===== src/rtl/core/oest_pkg.sv =====
// Package for the oldest-evicting slot table.
// Holds the request and response word types, the entry and state types, and the opcodes.
// Depends on nothing.
package oest_pkg;

   localparam logic OP_ENTER = 1'b0;
   localparam logic OP_LEAVE = 1'b1;

   typedef struct packed {
      logic        opcode;
      logic [15:0] socket_id;
      logic [15:0] thread_id;
      logic [31:0] now;
   } req_word_type;

   typedef struct packed {
      logic [3:0]  slot_index;
      logic        found;
      logic        evicted;
      logic [15:0] evicted_socket;
   } rsp_word_type;

   typedef struct packed {
      logic [15:0] socket;
      logic [15:0] owner;
      logic [31:0] stamp;
   } entry_type;

   typedef enum logic [2:0] {
      ST_IDLE  = 3'b001,
      ST_SCAN  = 3'b010,
      ST_WRITE = 3'b100
   } state_type;

endpackage


===== src/rtl/core/oldest_evicting_slot_table_top.sv =====
// Top level of the oldest-evicting slot table.
// Holds the slot memory, the valid bits and the scan sequencer; uses oest_pkg.
//
// Usage: an enter word claims the lowest free slot, or evicts the slot with the
// smallest entry time when all are full and reports its socket for closing. A
// leave word frees the lowest valid slot whose owner matches the thread id.
// Both channels are valid/ready; every request word yields one response word.
// Slot data sits in a one-port memory read one address per cycle; the valid
// bits are flip-flops. One compare unit walks the slots in order, one slot per
// cycle, and stops at the first free slot (enter) or the first match (leave).
// A hit ends the scan early; otherwise it runs to the last slot. The next word
// is accepted the cycle after the response loads, and not before.
// The response sits in an output register; a stalled receiver holds it there,
// and a finished scan waits until that register is free.
// Reset clears all valid bits and the response valid; no clearing pass is
// needed, since the data of a slot is only used while the slot is valid.
module oldest_evicting_slot_table_top #(
   parameter int SLOT_COUNT = 16
) (
   input  logic                 clock,
   input  logic                 reset,
   input  logic                 req_valid,
   output logic                 req_ready,
   input  oest_pkg::req_word_type req_data,
   output logic                 rsp_valid,
   input  logic                 rsp_ready,
   output oest_pkg::rsp_word_type rsp_data
);
   import oest_pkg::*;

   localparam int IDX_W = (SLOT_COUNT > 1) ? $clog2(SLOT_COUNT) : 1;
   localparam logic [IDX_W-1:0] LAST_IDX = IDX_W'(SLOT_COUNT - 1);

   state_type              state_ff, state_in;
   req_word_type           req_ff;
   logic [IDX_W-1:0]       cnt_ff, cnt_in;
   logic                   issue_ff, issue_in;
   logic                   rd_vld_ff;
   logic [IDX_W-1:0]       rd_idx_ff;
   entry_type              rd_data_ff;
   logic [SLOT_COUNT-1:0]  valid_ff;
   logic [IDX_W-1:0]       best_idx_ff, best_idx_in;
   logic [31:0]            best_time_ff, best_time_in;
   logic [15:0]            best_sock_ff, best_sock_in;
   logic [IDX_W-1:0]       target_ff, target_in;
   logic                   found_ff, found_in;
   logic                   evict_ff, evict_in;
   logic [15:0]            evsock_ff, evsock_in;
   logic                   rsp_valid_ff;
   rsp_word_type           rsp_data_ff;
   entry_type              mem [SLOT_COUNT];
   logic                   cur_valid;
   logic                   scan_done;
   logic                   rsp_load;

   assign req_ready = (state_ff == ST_IDLE);
   assign rsp_valid = rsp_valid_ff;
   assign rsp_data  = rsp_data_ff;
   assign cur_valid = valid_ff[rd_idx_ff];
   assign rsp_load  = (state_ff == ST_WRITE) && (!rsp_valid_ff || rsp_ready);

   always_comb begin
      state_in     = state_ff;
      cnt_in       = cnt_ff;
      issue_in     = issue_ff;
      best_idx_in  = best_idx_ff;
      best_time_in = best_time_ff;
      best_sock_in = best_sock_ff;
      target_in    = target_ff;
      found_in     = found_ff;
      evict_in     = evict_ff;
      evsock_in    = evsock_ff;
      scan_done    = 1'b0;
      case (state_ff)
         ST_IDLE: begin
            if (req_valid) begin
               state_in = ST_SCAN;
               cnt_in   = '0;
               issue_in = 1'b1;
            end
         end
         ST_SCAN: begin
            if (issue_ff) begin
               if (cnt_ff == LAST_IDX) begin
                  issue_in = 1'b0;
               end else begin
                  cnt_in = cnt_ff + 1'b1;
               end
            end
            if (rd_vld_ff) begin
               if (req_ff.opcode == OP_ENTER) begin
                  if (!cur_valid) begin
                     scan_done = 1'b1;
                     target_in = rd_idx_ff;
                     found_in  = 1'b1;
                     evict_in  = 1'b0;
                     evsock_in = '0;
                  end else begin
                     if (rd_idx_ff == '0 || rd_data_ff.stamp < best_time_ff) begin
                        best_idx_in  = rd_idx_ff;
                        best_time_in = rd_data_ff.stamp;
                        best_sock_in = rd_data_ff.socket;
                     end
                     if (rd_idx_ff == LAST_IDX) begin
                        scan_done = 1'b1;
                        target_in = best_idx_in;
                        found_in  = 1'b1;
                        evict_in  = 1'b1;
                        evsock_in = best_sock_in;
                     end
                  end
               end else begin
                  if (cur_valid && rd_data_ff.owner == req_ff.thread_id) begin
                     scan_done = 1'b1;
                     target_in = rd_idx_ff;
                     found_in  = 1'b1;
                  end else if (rd_idx_ff == LAST_IDX) begin
                     scan_done = 1'b1;
                     target_in = '0;
                     found_in  = 1'b0;
                  end
                  evict_in  = 1'b0;
                  evsock_in = '0;
               end
            end
            if (scan_done) begin
               state_in = ST_WRITE;
               issue_in = 1'b0;
            end
         end
         ST_WRITE: begin
            if (rsp_load) begin
               state_in = ST_IDLE;
            end
         end
         default: begin
            state_in = ST_IDLE;
            issue_in = 1'b0;
         end
      endcase
   end

   always_ff @(posedge clock) begin
      if (reset) begin
         state_ff     <= ST_IDLE;
         issue_ff     <= 1'b0;
         rd_vld_ff    <= 1'b0;
         valid_ff     <= '0;
         rsp_valid_ff <= 1'b0;
      end else begin
         state_ff  <= state_in;
         issue_ff  <= issue_in;
         rd_vld_ff <= issue_ff && (state_ff == ST_SCAN) && !scan_done;
         if (rsp_load) begin
            rsp_valid_ff <= 1'b1;
            if (req_ff.opcode == OP_ENTER) begin
               valid_ff[target_ff] <= 1'b1;
            end else if (found_ff) begin
               valid_ff[target_ff] <= 1'b0;
            end
         end else if (rsp_ready) begin
            rsp_valid_ff <= 1'b0;
         end
      end
   end

   always_ff @(posedge clock) begin
      if (req_valid && req_ready) begin
         req_ff <= req_data;
      end
      cnt_ff       <= cnt_in;
      rd_idx_ff    <= cnt_ff;
      best_idx_ff  <= best_idx_in;
      best_time_ff <= best_time_in;
      best_sock_ff <= best_sock_in;
      target_ff    <= target_in;
      found_ff     <= found_in;
      evict_ff     <= evict_in;
      evsock_ff    <= evsock_in;
      if (rsp_load) begin
         rsp_data_ff.slot_index     <= 4'(target_ff);
         rsp_data_ff.found          <= found_ff;
         rsp_data_ff.evicted        <= evict_ff;
         rsp_data_ff.evicted_socket <= evsock_ff;
      end
   end

   always_ff @(posedge clock) begin
      if (rsp_load && req_ff.opcode == OP_ENTER) begin
         mem[target_ff] <= '{socket: req_ff.socket_id,
                             owner:  req_ff.thread_id,
                             stamp:  req_ff.now};
      end else begin
         rd_data_ff <= mem[cnt_ff];
      end
   end

endmodule


===== config.mk =====
export PLATFORM = sky130hd
export DESIGN_NAME = oldest_evicting_slot_table_top
export DESIGN_NICKNAME = d
export VERILOG_FILES = /design/src/rtl/core/oest_pkg.sv /design/src/rtl/core/oldest_evicting_slot_table_top.sv
export SDC_FILE = /design/constraint.sdc
export NUM_CORES = 1
export LEC_CHECK = 0
export BUFFER_PORTS_ARGS = -buffer_cell sky130_fd_sc_hd__buf_2
export CAP_MARGIN = 30
export CORE_ASPECT_RATIO = 0.6
export CORE_MARGIN = 5
export CORE_UTILIZATION = 45
export CTS_CLUSTER_DIAMETER = 200
export DETAILED_ROUTE_END_ITERATION = 8
export MAX_ROUTING_LAYER = met4
export PLACE_DENSITY = 0.57
export SLEW_MARGIN = 20
export SYNTH_ARGS = -nofsm -noshare
export SYNTH_HDL_FRONTEND = slang
export SYNTH_SLANG_ARGS = --single-unit

===== constraint.sdc =====
create_clock -name clock -period 8.05 [get_ports clock]
set_clock_uncertainty 0.15 [all_clocks]
set_input_delay 0.4025 -clock clock [delete_from_list [all_inputs] [get_ports clock]]
set_output_delay 0.4025 -clock clock [all_outputs]
set_load 0.1 [all_outputs]

==> results_dict.tcl <==
set metrics [dict create \
    vias 21306 \
    crit_required_ps 8290 \
    nNetsFinal 2361 \
    syn_area_sq_um 48000 \
    rr_endpoint "mem[1][32]" \
    synth.area.top_cells "edfxtp_1, mux4_2, dfxtp_1" \
    power_mw 13.9 \
    grt_pass1_wl_microns 152000 \
    drive_gt1_frac 0.289 \
    drt_wl_total_microns 102000 \
    power_density_nw_per_um2 255 \
    fmax_mhz 227 \
    routabilityCongestion 0.777 \
    final_antenna_net_count 0 \
    grt_antenna_before_repair 5 \
    via_per_inst 5.66 \
    start_kind "flop" \
    end_kind "flop" \
    io_buffers 92 \
    slowest_stage "clkinv_2" \
    top_layer "met4" \
    route.detailed.drc 0 \
    cts_tree "built" \
    clkTransAtPathRegs_ps 60 \
    r2r_setup_slack_ps 3640 \
    cap_violations 0 \
    grt_pass1_vias 22125 \
    htreeDepth 3 \
    start_util 0.455 \
    worst_pin_slew_ps 1000 \
    crit_chain "nor2b_1 > nand2b_1 > nor3_1 > clkinv_2 > nor3_1 > nand2_1 > inv_4 > buf_4 > buf_12" \
    synth_ff_type "edfxtp_1" \
    dp_slack_ps 3330 \
    peakVddDrop_mv 0.172 \
    hold_viol_final 0 \
    period_share 0.548 \
    cp.arrival_ps 4650 \
    synth.distinct_cells 49 \
    clock_sinks 1279 \
    met1Wirelength_microns 47200 \
    reg2reg_depth 9 \
    die_area_sq_um 113000 \
    status "finished clean" \
    grt_use_total 0.187 \
    critPathTopFamily "simple AND/OR/NAND/NOR gates" \
    min_period_ps 4410 \
    setup-tns-final_ps 0 \
    dp_hpwl_microns 52800 \
    avgSynthCellArea_sq_um 23.8 \
    io_pins 93 \
    yosysTopAreaCell "edfxtp_1" \
    wl_per_cell_microns 27.2 \
    wl_met2_microns 47300 \
    netlist.area_leader.share 0.784 \
    die_x_microns 432 \
    stdcell_count 3764 \
    syn_to_final_growth_pct 14.0 \
    maxSlewViolCount 0 \
    overflow 0 \
    crit_buf_inv 4 \
    clock_latency_ps 730 \
    crit_top_cell "nor3_1" \
    cts_root_buffer "clkbuf_16" \
    cts.path.max_buffers 3 \
    first_iter_violations 2501 \
    synthArstFlopShare 0 \
    yosys_register_bits 1279 \
    min_from "req_data[54]" \
    rows 92 \
    ys_warn_count 0 \
    syn_nets 2115 \
    path_class "reg2reg" \
    chipHeight_microns 263 \
    grt_max_degree 100 \
    seq_area_frac_synth 0.795 \
    path_max_fanout 35 \
    cpPeakStageDelay_ps 780 \
    n_fill_cell 8155 \
    hold_path_class "in2reg" \
    relSlewSlack 0.333 \
    rsz0062_at_grt "false" \
    postCtsSetupBuffers 0 \
    hold_path_end "req_ff[54]" \
    firstDrtPassIters 5 \
    p_leak_nw 17.4 \
    met3_length_microns 5870 \
    fin_ws_ps 3640 \
    coreArea_sq_um 105000 \
    hold_depth 2 \
    setup_viol 0 \
    synth_edf_count 1253 \
    synthCells 2014 \
    rr_startpoint "state_ff[2]" \
    cts_buffers 115 \
    dpl.cell_count 3475 \
]
## synth_stat cells, types with 3 or more instances
cell type / number
edfxtp_1: 1253
mux4_2: 324
inv_1: 51
clkbuf_1: 49
nand2_1: 34
a21oi_1: 32
ha_1: 32
buf_2: 27
dfxtp_1: 26
o21ai_0: 23
and2_1: 20
nor2_1: 19
xor2_1: 17
mux2_4: 12
mux2_2: 8
nand3_1: 8
nand2b_1: 7
nor2b_1: 7
nor3_1: 7
buf_1: 6
nor4_1: 6
a21o_1: 4
nand4_1: 4
or2_2: 4
and4_1: 3
mux2i_1: 3
## where the power goes
group	switching [mW]	internal (mW)
logic	0.486	0.503
registers	0.197	7.56
clock network	2.38	2.81
## area by class of cell
class	instances	area (sq um)	area share
Sequential cell	1279	38100	0.697
Multi-Input combinational cell	599	9300	0.170
Clock buffer	142	3000	0.0548
Tap cell	1410	1760	0.0322
Timing Repair Buffer	213	1740	0.0318
Clock inverter	68	531	0.00970
Inverter	52	229	0.00418
Antenna cell	1	2.50	0.0000457
## sequential cells by signal, indices dropped and copies added (netlist names), 3 cells and up, named ones only
name	cells
best_idx_ff	4
best_sock_ff	16
best_time_ff	32
cnt_ff	4
evsock_ff	16
mem	1024
rd_data_ff	64
rd_idx_ff	4
req_ff	65
rsp_data	22
state_ff	3
target_ff	4
## cells in the final DEF (no fill, tap or decap), drive strengths merged, types with 4 or more instances in the layout
cell type	count
dfxtp	26
a21o	4
clkbuf	142
nor4	7
dlygate4sd3	69
nand2b	7
and2	20
clkinv	63
ha	32
nand3	8
edfxtp	1253
nor2	19
o21ai	26
bufinv	5
nor3	9
nor2b	7
nand2	34
inv	50
nand4	4
mux2	20
a21oi	33
xor2	17
mux4	324
or2	4
buf	144
## logic make-up (layout without fill, tap and decap cells)
family                   count (synthesis)  in the layout  synth area share
flip-flops                            1279           1279             0.795
multiplexers                           347            347             0.158
buffers and inverters                  136            475            0.0117
AND/OR/NAND/NOR                        125            125            0.0138
AO/OA/AOI/OAI                           77             77           0.00954
adder cells (fa/ha/maj)                 32             32           0.00834
XOR/XNOR                                18             18           0.00329
other                                    0              1                 0
## routing by layer
metal  vias up  track usage
met4         0       0.0392
met3       143       0.0345
met5         -            -
met1     11543        0.277
li1       8987            -
met2       633        0.277
## worst max-delay path by stage
stage | slack, ps | depth (start not counted) | end | from
after floorplan | 2020 | 3 | cnt_ff[0] | state_ff[2]
after global placement | 3410 | 8 | mem[3][36] | state_ff[2]
after detailed placement | 3330 | 8 | mem[3][36] | state_ff[2]
after CTS | 3400 | 8 | mem[3][32] | state_ff[2]
after global routing | 3320 | 9 | mem[1][32] | state_ff[2]
final | 3640 | 9 | mem[1][32] | state_ff[2]
## through the flow
step | util | area, sq um | hold slack, ps
2_1_floorplan | - | 48000 | 196
3_5_place_dp | 0.477 | 50300 | 257
4_1_cts | 0.517 | 54500 | 181
5_1_grt | 0.519 | 54700 | 187
3_3_place_gp | 0.476 | 50200 | 254
6_report | 0.519 | 54700 | 238
## what timing repair did
item,4_1_cts,5_1_grt
gates resized for setup,0,0
setup endpoints to repair,0,0
endpoints found under the hold margin,87,0
hold buffers,69,0
No activity file was read; power rests on OpenSTA's default activity.
